`src/rtl/ehd_pkg.sv`:
```
// ----------------------------------------------------------------------------
// ehd_pkg
// Shared types, constants and the holiday offset table of the Easter
// holy-days calculator.
// ----------------------------------------------------------------------------
package ehd_pkg;

  localparam int YEAR_W   = 14;
  localparam int OFS_W    = 6;   // days from March 1 to Easter Sunday
  localparam int MONTH_W  = 4;
  localparam int DAY_W    = 5;

  // Computus constants
  localparam int GREG_M_LIMIT  = 451;
  localparam int COMPUTUS_BIAS = 114;
  localparam int MAR1_BASE     = 93;                    // base of March 1
  localparam int EASTER_MAR1   = COMPUTUS_BIAS - MAR1_BASE;
  localparam int EPACT_MOD     = 30;

  // Offsets from Easter Sunday in days
  localparam int OFS_CARN_START = 49;
  localparam int OFS_CARN_END   = 47;
  localparam int OFS_GOOD_FRI   = 2;
  localparam int OFS_ASCENSION  = 39;
  localparam int OFS_WHITSUN    = 49;

  typedef enum logic [2:0] {
    HOL_EASTER     = 3'd0,
    HOL_CARN_START = 3'd1,
    HOL_CARN_END   = 3'd2,
    HOL_GOOD_FRI   = 3'd3,
    HOL_ASCENSION  = 3'd4,
    HOL_WHITSUN    = 3'd5
  } holiday_t;

  // Easter date of one year as days after March 1, plus the leap flag
  typedef struct packed {
    logic [OFS_W-1:0] easter_ofs;
    logic             leap;
  } date_base_t;

  // Signed day offset of a holiday from Easter Sunday
  function automatic logic signed [7:0] hol_offset(input holiday_t hol);
    logic signed [7:0] ofs;
    case (hol)
      HOL_CARN_START: ofs = -8'(OFS_CARN_START);
      HOL_CARN_END:   ofs = -8'(OFS_CARN_END);
      HOL_GOOD_FRI:   ofs = -8'(OFS_GOOD_FRI);
      HOL_ASCENSION:  ofs = 8'(OFS_ASCENSION);
      HOL_WHITSUN:    ofs = 8'(OFS_WHITSUN);
      default:        ofs = 8'sd0;
    endcase
    return ofs;
  endfunction

endpackage

```
`src/rtl/easter_holy_days_calculator_core.sv`:
```
// ----------------------------------------------------------------------------
// easter_holy_days_calculator_core
// Gregorian Easter and dependent holy days for one year per input word.
// ----------------------------------------------------------------------------
// Each accepted year yields six result words in fixed order: Easter, carnival
// start, carnival end, Good Friday, Ascension Day and Whitsuntide, the last
// one flagged. All six words share the single result port, one per handshake;
// the next years are taken and worked on in the computus pipeline while the
// current year is still being delivered. The first result word of a year
// passes the input register, the computus pipeline and the sequencer register.
module easter_holy_days_calculator_core (
  input  logic                        clk,
  input  logic                        rst_n,
  input  logic                        in_valid,
  output logic                        in_ready,
  input  logic [ehd_pkg::YEAR_W-1:0]  in_year,
  output logic                        out_valid,
  input  logic                        out_ready,
  output logic [2:0]                  out_holiday,
  output logic [ehd_pkg::MONTH_W-1:0] out_month_number,
  output logic [ehd_pkg::DAY_W-1:0]   out_day_of_month,
  output logic                        out_last_result
);
  import ehd_pkg::*;

  logic              v0_r;
  logic [YEAR_W-1:0] year_r;
  logic              adv;
  logic              comp_valid;
  date_base_t        comp_base;
  logic              seq_ready;
  holiday_t          seq_holiday;
  date_base_t        seq_base;

  // Stall the whole front pipe while a finished year waits for the sequencer
  assign adv      = !comp_valid || seq_ready;
  assign in_ready = adv;

  // Register the input word
  always_ff @(posedge clk) begin
    if (!rst_n) begin
      v0_r <= 1'b0;
    end else if (adv) begin
      v0_r <= in_valid;
    end
  end

  always_ff @(posedge clk) begin
    if (adv) begin
      year_r <= in_year;
    end
  end

  ehd_computus u_computus (
    .clk       (clk),
    .rst_n     (rst_n),
    .adv       (adv),
    .in_valid  (v0_r),
    .in_year   (year_r),
    .out_valid (comp_valid),
    .out_base  (comp_base)
  );

  ehd_sequencer u_sequencer (
    .clk         (clk),
    .rst_n       (rst_n),
    .up_valid    (comp_valid),
    .up_base     (comp_base),
    .up_ready    (seq_ready),
    .out_valid   (out_valid),
    .out_ready   (out_ready),
    .out_holiday (seq_holiday),
    .out_base    (seq_base),
    .out_last    (out_last_result)
  );

  ehd_date u_date (
    .base         (seq_base),
    .holiday      (seq_holiday),
    .month_number (out_month_number),
    .day_of_month (out_day_of_month)
  );

  assign out_holiday = seq_holiday;

endmodule

```
`src/rtl/ehd_computus.sv`:
```
// ----------------------------------------------------------------------------
// ehd_computus
// Six-stage pipeline of the anonymous Gregorian computus. Turns a year into
// the Easter Sunday offset from March 1 and the leap-year flag.
// ----------------------------------------------------------------------------
module ehd_computus (
  input  logic                       clk,
  input  logic                       rst_n,
  input  logic                       adv,
  input  logic                       in_valid,
  input  logic [ehd_pkg::YEAR_W-1:0] in_year,
  output logic                       out_valid,
  output ehd_pkg::date_base_t        out_base
);
  import ehd_pkg::*;

  logic [5:0] v_r;

  // Stage 1: quotients by 100 and by 19 through reciprocal multiplies
  logic [YEAR_W-1:0] y1_r;
  logic [7:0]        b1_r;
  logic [9:0]        q1_r;
  logic [26:0]       b_prod;
  logic [29:0]       q_prod;

  // Stage 2: remainders and leap flag
  logic [4:0] a2_r;
  logic [7:0] b2_r;
  logic [6:0] c2_r;
  logic       leap2_r;
  logic [4:0] a_nxt;
  logic [6:0] c_nxt;

  // Stage 3: epact sum and weekday sum before reduction
  logic [4:0]  a3_r;
  logic [9:0]  hsum3_r;
  logic [6:0]  lpart3_r;
  logic        leap3_r;
  logic [13:0] f_prod;
  logic [2:0]  f_val;
  logic [7:0]  g_arg;
  logic [15:0] g_prod;
  logic [5:0]  g_val;
  logic [5:0]  d_val;
  logic [9:0]  hsum_nxt;
  logic [6:0]  lpart_nxt;

  // Stage 4: epact modulo 30
  logic [4:0]  a4_r;
  logic [4:0]  h4_r;
  logic [6:0]  lx4_r;
  logic        leap4_r;
  logic [21:0] h_prod;
  logic [5:0]  h_quo;
  logic [4:0]  h_nxt;

  // Stage 5: weekday modulo 7 and correction sum
  logic [4:0]  h5_r;
  logic [2:0]  l5_r;
  logic [8:0]  msum5_r;
  logic        leap5_r;
  logic [12:0] l_prod;
  logic [4:0]  l_quo;
  logic [2:0]  l_nxt;

  // Stage 6: Easter offset from March 1
  date_base_t base6_r;
  logic       m_bit;

  // Advance valid bits with the whole pipe
  always_ff @(posedge clk) begin
    if (!rst_n) begin
      v_r <= '0;
    end else if (adv) begin
      v_r <= {v_r[4:0], in_valid};
    end
  end

  assign b_prod = 27'({13'b0, in_year} * 27'd5243);
  assign q_prod = 30'({16'b0, in_year} * 30'd55189);

  always_ff @(posedge clk) begin
    if (adv) begin
      y1_r <= in_year;
      b1_r <= b_prod[26:19];
      q1_r <= q_prod[29:20];
    end
  end

  assign a_nxt = 5'(y1_r - 14'({4'b0, q1_r} * 14'd19));
  assign c_nxt = 7'(y1_r - 14'({6'b0, b1_r} * 14'd100));

  always_ff @(posedge clk) begin
    if (adv) begin
      a2_r    <= a_nxt;
      b2_r    <= b1_r;
      c2_r    <= c_nxt;
      leap2_r <= (y1_r[1:0] == 2'b00) && ((c_nxt != 7'd0) || (b1_r[1:0] == 2'b00));
    end
  end

  // Solar and lunar corrections feed the epact sum
  assign d_val     = b2_r[7:2];
  assign f_prod    = 14'(({6'b0, b2_r} + 14'd8) * 14'd41);
  assign f_val     = f_prod[12:10];
  assign g_arg     = 8'(b2_r - {5'b0, f_val} + 8'd1);
  assign g_prod    = 16'({8'b0, g_arg} * 16'd171);
  assign g_val     = g_prod[14:9];
  assign hsum_nxt  = 10'({5'b0, a2_r} * 10'd19) + {2'b0, b2_r} - {4'b0, d_val}
                   - {4'b0, g_val} + 10'd15;
  assign lpart_nxt = 7'd32 + {4'b0, b2_r[1:0], 1'b0} + {1'b0, c2_r[6:2], 1'b0}
                   - {5'b0, c2_r[1:0]};

  always_ff @(posedge clk) begin
    if (adv) begin
      a3_r     <= a2_r;
      hsum3_r  <= hsum_nxt;
      lpart3_r <= lpart_nxt;
      leap3_r  <= leap2_r;
    end
  end

  assign h_prod = 22'({12'b0, hsum3_r} * 22'd2185);
  assign h_quo  = h_prod[21:16];
  assign h_nxt  = 5'(hsum3_r - 10'({4'b0, h_quo} * 10'(EPACT_MOD)));

  always_ff @(posedge clk) begin
    if (adv) begin
      a4_r    <= a3_r;
      h4_r    <= h_nxt;
      lx4_r   <= 7'(lpart3_r - {2'b0, h_nxt});
      leap4_r <= leap3_r;
    end
  end

  assign l_prod = 13'({6'b0, lx4_r} * 13'd37);
  assign l_quo  = l_prod[12:8];
  assign l_nxt  = 3'(lx4_r - 7'({2'b0, l_quo} * 7'd7));

  always_ff @(posedge clk) begin
    if (adv) begin
      h5_r    <= h4_r;
      l5_r    <= l_nxt;
      msum5_r <= 9'({4'b0, a4_r}) + 9'({4'b0, h4_r} * 9'd11) + 9'({6'b0, l_nxt} * 9'd22);
      leap5_r <= leap4_r;
    end
  end

  assign m_bit = (msum5_r >= 9'(GREG_M_LIMIT));

  always_ff @(posedge clk) begin
    if (adv) begin
      base6_r.easter_ofs <= 6'({1'b0, h5_r} + {3'b0, l5_r} + 6'(EASTER_MAR1)
                          - (m_bit ? 6'd7 : 6'd0));
      base6_r.leap       <= leap5_r;
    end
  end

  assign out_valid = v_r[5];
  assign out_base  = base6_r;

endmodule

```
`src/rtl/ehd_sequencer.sv`:
```
// ----------------------------------------------------------------------------
// ehd_sequencer
// Holds one year's Easter date and steps through the six holidays, one
// result word per accepted handshake.
// ----------------------------------------------------------------------------
module ehd_sequencer (
  input  logic                clk,
  input  logic                rst_n,
  input  logic                up_valid,
  input  ehd_pkg::date_base_t up_base,
  output logic                up_ready,
  output logic                out_valid,
  input  logic                out_ready,
  output ehd_pkg::holiday_t   out_holiday,
  output ehd_pkg::date_base_t out_base,
  output logic                out_last
);
  import ehd_pkg::*;

  logic       v_r;
  holiday_t   hol_r;
  date_base_t base_r;

  assign out_last = (hol_r == HOL_WHITSUN);
  assign up_ready = !v_r || (out_ready && out_last);

  // Load a new year after the last word, else advance the holiday
  always_ff @(posedge clk) begin
    if (!rst_n) begin
      v_r   <= 1'b0;
      hol_r <= HOL_EASTER;
    end else if (up_ready) begin
      v_r   <= up_valid;
      hol_r <= HOL_EASTER;
    end else if (out_ready) begin
      hol_r <= holiday_t'(hol_r + 3'd1);
    end
  end

  // Hold the date of the year in flight
  always_ff @(posedge clk) begin
    if (up_ready && up_valid) begin
      base_r <= up_base;
    end
  end

  assign out_valid   = v_r;
  assign out_holiday = hol_r;
  assign out_base    = base_r;

endmodule

```
`src/rtl/ehd_date.sv`:
```
// ----------------------------------------------------------------------------
// ehd_date
// Turns the Easter offset and a holiday into month and day of month.
// ----------------------------------------------------------------------------
module ehd_date (
  input  ehd_pkg::date_base_t         base,
  input  ehd_pkg::holiday_t           holiday,
  output logic [ehd_pkg::MONTH_W-1:0] month_number,
  output logic [ehd_pkg::DAY_W-1:0]   day_of_month
);
  import ehd_pkg::*;

  logic signed [8:0] t_ofs;     // days after March 1, may be negative
  logic signed [8:0] feb_len;
  logic signed [8:0] day_w;

  assign t_ofs   = $signed({3'b000, base.easter_ofs}) + 9'(hol_offset(holiday));
  assign feb_len = 9'sd28 + $signed({8'b0, base.leap});

  // Walk back or forward from March by month boundaries; February's length follows the leap flag
  always_comb begin
    if (t_ofs >= 9'sd92) begin
      month_number = 4'd6;
      day_w        = t_ofs - 9'sd91;
    end else if (t_ofs >= 9'sd61) begin
      month_number = 4'd5;
      day_w        = t_ofs - 9'sd60;
    end else if (t_ofs >= 9'sd31) begin
      month_number = 4'd4;
      day_w        = t_ofs - 9'sd30;
    end else if (t_ofs >= 9'sd0) begin
      month_number = 4'd3;
      day_w        = t_ofs + 9'sd1;
    end else if (t_ofs >= -feb_len) begin
      month_number = 4'd2;
      day_w        = feb_len + t_ofs + 9'sd1;
    end else begin
      month_number = 4'd1;
      day_w        = feb_len + t_ofs + 9'sd32;
    end
  end

  assign day_of_month = day_w[DAY_W-1:0];

endmodule

```
`config.mk`:
```
export PLATFORM = sky130hd
export DESIGN_NAME = easter_holy_days_calculator_core
export DESIGN_NICKNAME = d
export VERILOG_FILES = /design/src/rtl/ehd_pkg.sv /design/src/rtl/easter_holy_days_calculator_core.sv /design/src/rtl/ehd_computus.sv /design/src/rtl/ehd_sequencer.sv /design/src/rtl/ehd_date.sv
export SDC_FILE = /design/constraint.sdc
export NUM_CORES = 1
export LEC_CHECK = 0
export ABC_AREA = 1
export ABC_CLOCK_PERIOD_IN_PS = 24900
export BUFFER_PORTS_ARGS = -buffer_cell sky130_fd_sc_hd__buf_2
export CAP_MARGIN = 25
export CORE_ASPECT_RATIO = 1.2
export CORE_UTILIZATION = 45
export DETAILED_ROUTE_END_ITERATION = 7
export GPL_TIMING_DRIVEN = 0
export PLACE_DENSITY = 0.69
export SYNTH_ARGS = -nofsm -noshare
export SYNTH_HDL_FRONTEND = slang
export SYNTH_SLANG_ARGS = --single-unit
```
`constraint.sdc`:
```
create_clock -name clk -period 24.9 [get_ports clk]
set_input_delay 0 -clock clk [delete_from_list [all_inputs] [get_ports clk]]
set_output_delay 0 -clock clk [all_outputs]
set_load 0.01 [all_outputs]
```
# Yosys cells after proc, flatten, opt, wreduce, memory -nomap -nowiden
# Index checks and enable logic that the tools add are counted.
# W data, S select, Z words.
[word_totals]
in_bits = 18
wordCells = 108
output_inout_bits = 15
ff_bits = 144
[classes]
multipliers = 13
n_bitwise = 1
addsub = 31
muxes = 12
order_cmp = 6
reduce_logical = 12
n_eq_ne = 5
[op_table]
columns = ["cell", "n"]
rows = [
  ["$pmux W8 S5", 1],
  ["$mul A14 B16 Y30 const B", 1],
  ["$mul A14 B13 Y27 const B", 1],
  ["$mux W5", 5],
  ["$mul A10 B12 Y22 const B", 1],
  ["$sub A10 B6 Y10", 2],
  ["$mux W4", 4],
  ["$mul A8 B8 Y15 const B", 1],
  ["$mul A14 B6 Y13 const B", 1],
  ["$mul A7 B6 Y13 const B", 1],
  ["$add A10 B4 Y10 const B", 1],
  ["$add A10 B8 Y10", 1],
  ["$add A5 B2 Y5 const B", 2],
  ["$mul A10 B5 Y5 const B", 1],
  ["$mul A5 B5 Y10 const B", 1],
  ["$sub A5 B5 Y5", 2],
  ["$add A5 B9 Y9", 1],
  ["$add A7 B8 Y9", 1],
  ["$add A8 B4 Y9 const B", 1],
  ["$add A9 B8 Y9", 1],
  ["$ge A9 B1 Y1 const B", 1],
  ["$ge A9 B6 Y1 const B", 1],
  ["$ge A9 B7 Y1 const B", 1],
  ["$ge A9 B8 Y1 const B", 1],
  ["38 further kinds", 46],
]

# Logic depth before layout (Yosys ltp)
# Gate-level depths: netlist of run 1.
[depth]
depth_word = 10
ltp_mapped = 55
mapped_depth_nobuf = 55

# By module
# A second synthesis of run 1 with hierarchy kept.
[unflattened]
hier_cells = 2244
area_unflattened_um2 = 20218.1
[modules_own_cells]
columns = ["module", "cells_each", "instances", "area_per_inst_um2", "seq_area_each_um2"]
rows = [
  ["ehd_computus", 1936, 1, 17892.2, 3333.2],
  ["ehd_date", 248, 1, 1420.1, 0.0],
  ["easter_holy_days_calculator_core", 22, 1, 474.2, 440.4],
  ["ehd_sequencer", 38, 1, 431.7, 290.3],
]

# Worst setup path before layout of run 1
# No wires, ideal clock.
[synth_timing]
path_type = "reg2reg"
startpoint = "reg u_computus.b2_r[4]"
endpoint = "reg u_computus.hsum3_r[9] (data pin)"
t_arrival_ps = 10331
setup_ps = 262
path_slack_ps = 14306
path_buffers = 0
stages_incl_launch_ff = 50
period_less_slack_ps = 10594
cell_sequence = "edfxtp_1 > inv_1 > ha_1 > inv_1 > ha_1 > fa_1 > ha_1 > ha_1 > a21oi_1 > o221ai_1 > a21o_1 > xnor2_1 > inv_1 > ha_1 > inv_1 > ha_1 > inv_1 > fa_1 > [14 not listed] > nand2_1 > nand2_1 > nand2_1 > xor2_1 > ha_1 > fa_1 > inv_1 > fa_1 > fa_1 > inv_1 > ha_1 > a21oi_1 > nand2_1 > a21o_1 > a21oi_1 > o21ai_0 > a21oi_1 > xor2_1"
[synth_via]
elab_chain_len = 7
word_cells_on_any_way = 9
cone_classes = "7 x add/sub; 2 x mul"
[synth_lines]
columns = ["element", "line_no", "rtl"]
rows = [
  ["from (decl)", "ehd_computus.sv:28", "logic [7:0] b2_r;"],
  ["from (signal assigned)", "ehd_computus.sv:96", "b2_r <= b1_r;"],
  ["$add A8 B4 Y9", "ehd_computus.sv:104", "assign f_prod = 14'(({6'b0, b2_r} + 14'd8) * 14'd41);"],
  ["$mul A14 B6 Y13", "ehd_computus.sv:104", ""],
  ["$sub A8 B3 Y8", "ehd_computus.sv:106", "assign g_arg = 8'(b2_r - {5'b0, f_val} + 8'd1);"],
  ["$add A8 B1 Y8", "ehd_computus.sv:106", ""],
  ["$mul A8 B8 Y15", "ehd_computus.sv:107", "assign g_prod = 16'({8'b0, g_arg} * 16'd171);"],
  ["$sub A10 B6 Y10 (*)", "ehd_computus.sv:110", "- {4'b0, g_val} + 10'd15;"],
  ["$add A10 B4 Y10 (*)", "ehd_computus.sv:110", ""],
  ["named net u_computus.hsum_nxt[9]", "ehd_computus.sv:45", "logic [9:0] hsum_nxt;"],
  ["to (signal assigned)", "ehd_computus.sv:117", "hsum3_r <= hsum_nxt;"],
  ["to (decl)", "ehd_computus.sv:36", "logic [9:0] hsum3_r;"],
]
# Mark *: on every way through the listed nets, which the timed path passes. The rest lies on a longest branch.
# A chain may end at the register's enable or synchronous reset.

# Worst setup path in the final report of run 1
[layout_timing]
startpoint = "reg u_computus.b2_r[4]"
endpoint = "reg u_computus.hsum3_r[8] (data pin)"
# The elaborated chain is that of the path after synthesis.

==> impl_metrics.ini, run 1 <==
[yosys]
syn_area_um2 = 19170
synth_edf_count = 128
syn_nets = 2611
syn_inst = 1968
yosys_warnings = 0
synth-seq-area-share_pct = 21.20
ys_top_cells_by_count = 490 x inv_1, 420 x ha_1, 220 x nand2_1
synth.distinct_cells = 48
synth.most_common_cell = inv_1
yosys_register_bits = 139
ys.flop_type = edfxtp_1
synth-async-reset-ratio_pct = 0
yosysTopAreaCell = ha_1
syn_area_per_cell_um2 = 9.741
synthTopCellsByArea = ha_1 27%, fa_1 21%, edfxtp_1 20%, inv_1 9.6%, nand2_1 4.3%
synth_top_area_share_pct = 27.41

[setup_path]
slowest_stage = fa_1
path_class = reg2reg
worstPathArrival_ns = 11.85
r2r_start = u_computus.b2_r[4]
worstReg2RegEnd = u_computus.hsum3_r[8]
crit_fanout = 6
required_ns = 25.08
start_kind = register
ff2ff_setup_slack_ns = 13.23
worst_r2r_path_depth = 47
crit_path_start = u_computus.b2_r[4]
critPathCaptureType = register
cp_slowest_stage_delay_ns = 0.54

[placement]
dp.cells = 2546
place_hpwl_um = 31590
port_buffers = 31
placed_cell_area_um2 = 20040
gp_congestion = 0.8972

[run]
maxCapViolCount = 0

[die]
start_util_pct = 45.79
die-area_um2 = 43430
rows = 82
chipWidth_um = 190.4
die_h_um = 228.1
io_pins = 33
core_um2 = 41860

[clock_tree]
cts_num_sinks = 139
numCtsBuffers = 17
cts_tree = built
clock_path_buffers = 2
clk_latency_ns = 0.43
cts_root_buf = clkbuf_16
h-tree-depth = 4
clk_pin_slew_worst_paths_ns = 0.06
post-cts-setup-buffers = 0

[timing]
slew_violations = 0
setup_tns_ns = 0
tightest_slew_ns = 0.7888
min_period_ns = 11.67
finalSetupViolations = 0
max_slew_margin_pct = 47.41
finalHoldViolCount = 0
fmax_ghz = 0.08568
finClkSkew_ns = 0.01221
min_period_over_period_pct = 46.88
rsz0062_at_grt = false

[min_path]
worst_hold_path.num_cells = 2
worstHoldStart = in_year[9]
hold_path.class = in2reg
min_to = year_r[9]

[route]
drtAntennaViolNets = 0
drtPass1Iterations = 5
wl_per_cell_um = 14.18
vias = 13000
viasPerCell = 5.007
drcViolationCount = 0
drt_wl_total_um = 36810
drt_iter0_drc = 559

[layout]
fin_nets = 2681
postLayoutCoreUtil_pct = 49.68
drive_above_1_share_pct = 4.632
area_growth_pct = 8.485
num_antenna_cells = 0
final_cell_area_um2 = 20800
fin_cells = 2597

[global_route]
grt_max_degree = 72
gr-usage-all-layers_pct = 18.21
grt_pass1_wl_um = 63600
antenna_found_initial = 0
grt_pass1_vias = 14030
grt_overflow_total = 0

[outcome]
outcome = completed
[stage by stage]
step	hold slack, ns	worst slack, ns
finish	0.2732	13.23
global route	0.2644	12.53
CTS	0.2525	13.12
detailed placement	0.1787	13.17
global placement	0.1775	13.43
floorplan	0.09887	14.31
[routing by layer]
metal	vias up	track usage [%]	share of wire, %	wire length [um]
met5	-	0	0	0
li1	6457	-	-	-
met2	175	34.66	54	19890
met1	6295	20.07	40	14860
met3	76	2.615	2.4	868
met4	0	6.725	3.3	1200
[area by class of cell]
type | count | area (um2)
fill | 3765 | 21060
buffer | 3 | 22.52
clock inverter | 14 | 133.9
tap | 546 | 683.2
multi-input combinational | 1327 | 13220
inverter | 499 | 1873
timing repair buffer | 51 | 372.9
sequential | 139 | 4064
clock buffer | 18 | 429.2
[registers in the layout (all words and copies together) (netlist names), 3 cells and up]
signal and cells:
u_computus.l5_r 3, u_computus.lx4_r 7, u_computus.a2_r 5, u_computus.v_r 6, u_computus.b1_r 8, u_computus.out_base 7, u_computus.lpart3_r 7, u_computus.h4_r 5
u_computus.q1_r 5, u_sequencer.out_base 7, u_computus.a3_r 5, u_computus.a4_r 5, u_computus.h5_r 5, u_computus.c2_r 7, u_computus.msum5_r 9, u_sequencer.out_holiday 3
u_computus.b2_r 8, year_r 14, u_computus.y1_r 7, u_computus.hsum3_r 10
[logic make-up (layout without fill, tap and decap cells)]
family,after synthesis,in the layout,share of synthesized area [%]
compound gates,170,170,5.111
xor+xnor,115,115,5.424
fa+ha+maj,625,625,48.82
buf+inv,502,585,9.888
flops,139,139,21.20
other cells,1,1,0.01956
simple gates,416,416,9.536
[critical path, delay by kind of cell (launching register included)]
kind                     cells  cell delay [ns]
flip-flops                   1             0.48
adder cells (fa/ha/maj)     18             7.13
AND/OR/NAND/NOR              9             0.94
buffers and inverters        9             0.63
AO/OA/AOI/OAI                7             1.36
XOR/XNOR                     4             0.87
[layout by cell type, fill, tap and decap left out, drive strengths merged, types with 11 or more instances in the layout]
cell type | Yosys | final
inv | 497 | 503
dlygate4sd3 | 0 | 19
dfxtp | 11 | 11
buf | 2 | 34
o21ai | 40 | 40
xnor2 | 42 | 42
ha | 420 | 420
clkbuf | 1 | 19
xor2 | 72 | 72
nor2 | 69 | 69
fa | 205 | 205
edfxtp | 128 | 128
nand4 | 22 | 22
a21o | 12 | 12
a21oi | 86 | 86
nand3 | 71 | 71
nand2 | 230 | 230
nor3 | 11 | 11
[worst max-delay path by stage]
stage / endpoint / slack (ns)
floorplan: u_computus.hsum3_r[9] / 14.31
global placement: u_computus.hsum3_r[8] / 13.43
detailed placement: u_computus.hsum3_r[9] / 13.17
CTS: u_computus.hsum3_r[9] / 13.12
global route: u_computus.hsum3_r[8] / 12.53
finish: u_computus.hsum3_r[8] / 13.23
[timing repair]
item / 4_1_cts / 5_1_grt
endpoints found under the hold margin: 25 / 0
gates resized for setup: 0 / 0
hold buffers: 19 / 0
Power of run 1 is left out: the tool's default activity adds up to more than one toggle a clock period on the data nets, which glitch-free logic cannot reach.
==> inputs of run 2 (changes only) <==
- ABC_CLOCK_PERIOD_IN_PS: 24900 -> 11600
- clock period: 24.9 -> 11.6 ns (I/O delays scaled with it)
==> impl_metrics.ini, run 2 (synthesized netlist as in run 1, its figures left out) <==
[global_route]
use_met1_pct = 20.07
grt_pass1_vias = 14030
grt.met2_usage_pct = 34.68
gr-max-usage-layer = met2
use_met3_pct = 2.615
gr-usage-all-layers_pct = 18.22
antenna_found_initial = 0
grt_overflow_total = 0
grt_pass1_wl_um = 63620
grt_max_degree = 72

[setup_path]
start_kind = register
critPathCaptureType = register
worstPathArrival_ns = 11.34
ff2ff_setup_slack_ns = 0.43
crit_path_frequent_cell = ha_1
worstReg2RegEnd = u_computus.hsum3_r[9]
r2r_start = u_computus.b2_r[3]
cp_slowest_stage_delay_ns = 0.52
required_ns = 11.77
crit_fanout = 6
path_class = reg2reg
slowest_stage = fa_1
worst_r2r_path_depth = 49

[layout]
area_growth_pct = 9.471
reg_top3 = year_r: 14 flops, u_computus.hsum3_r: 10 flops, u_computus.msum5_r: 9 flops
mostFrequentLayoutCell = inv_1
drive_above_1_share_pct = 5.768
top_register = year_r
fin_nets = 2693
final_cell_mix = 490 x inv_1, 418 x ha_1, 219 x nand2_1
largest_reg_flops = 14
num_antenna_cells = 0
nFillCells = 3739
seq_area_um2 = 4064
multi_input_area_um2 = 13320

[timing]
slew_violations = 0
max_slew_margin_pct = 47.11
setup_tns_ns = 0
finClkSkew_ns = 0.01323
tightest_slew_ns = 0.7934
min_period_ns = 11.17
finalSetupViolations = 0
min_period_over_period_pct = 96.29
fmax_ghz = 0.08953
setup_ws_ns = 0.4301
finalHoldViolCount = 0
worst_hold_slack_ns = 0.2735

[placement]
dp_slack_ns = -0.1297
port_buffers = 31
gp_congestion = 0.8972
place_hpwl_um = 31590

[outcome]
outcome = completed

[route]
drtPass1Iterations = 5
vias = 13060
drt_wl_total_um = 37150
wl_per_cell_um = 14.24
drt_iter0_drc = 527
viasPerCell = 5.004
drcViolationCount = 0
drtAntennaViolNets = 0

[min_path]
worstHoldStart = in_year[9]
hold_path.class = in2reg
min_to = year_r[9]
worst_hold_path.num_cells = 2

[die]
core_um2 = 41860
rows = 82
die-area_um2 = 43430
chipWidth_um = 190.4
die_h_um = 228.1
start_util_pct = 45.79
io_pins = 33

[clock_tree]
cts_root_buf = clkbuf_16
cts_tree = built
clk_latency_ns = 0.43
cts_num_sinks = 139
h-tree-depth = 4
clk_pin_slew_worst_paths_ns = 0.06
clock_path_buffers = 2
numCtsBuffers = 17

[run]
maxCapViolCount = 0
[run 2: cell types whose count changed in the layout (fill, tap and decap cells not counted), moves of 2 or more]
cell,change
buf_4,+12
xor2_1,-4
xor2_2,+4
ha_1,-2
xnor2_1,-2
[run 2: cell type report]
cell class	instances	area share [%]
Inverter	499	8.926
Timing Repair Buffer	63	2.206
Buffer	3	0.1073
Sequential cell	139	19.37
Multi-Input combinational cell	1327	63.46
Clock buffer	18	2.045
Clock inverter	14	0.6380
Tap cell	546	3.255
[run 2: repair_timing]
item                                    4_1_cts  5_1_grt
endpoints found under the setup margin        2        4
endpoints found under the hold margin        25        0
gates cloned                                  0        0
setup buffers                                 0       12
hold buffers                                 19        0
gates resized for setup                       2       14
pin swaps                                     0        6
[run 2: worst max-delay path by stage]
| stage | startpoint | end | slack (ns) | depth (start not counted) |
|---|---|---|---|---|
| 2_1_floorplan | u_computus.b2_r[4] | u_computus.hsum3_r[9] | 1.01 | 49 |
| 6_report | u_computus.b2_r[3] | u_computus.hsum3_r[9] | 0.43 | 49 |
| 3_3_place_gp | u_computus.b2_r[4] | u_computus.hsum3_r[8] | 0.13 | 46 |
| 5_1_grt | u_computus.b2_r[4] | u_computus.hsum3_r[9] | -0.01 | 49 |
| 4_1_cts | u_computus.b2_r[4] | u_computus.hsum3_r[9] | 0.03 | 49 |
| 3_5_place_dp | u_computus.b2_r[4] | u_computus.hsum3_r[9] | -0.13 | 49 |
[run 2: layer usage]
layer	part of all wire [%]	wire length (um)
met1	40	15040
met4	3.2	1183
met5	0	0
met3	2.4	898
met2	54	20040
[run 2: critical path: cells and delay by family, from the launching register on]
kind / cells / cell delay [ns]
compound gates: 10 / 1.57
xor+xnor: 4 / 0.62
fa+ha+maj: 18 / 6.74
buf+inv: 9 / 0.66
flops: 1 / 0.43
simple gates: 8 / 0.87
[run 2: per-stage QoR]
step	utilization, %	cell area, um2	std cells
after floorplan	-	19170	1968
after global placement	47.80	20010	2545
after detailed placement	47.88	20040	2546
after CTS	49.71	20810	2597
after global routing	50.13	20990	2609
final	50.13	20990	2609
Power of run 2 is left out for the same reason.
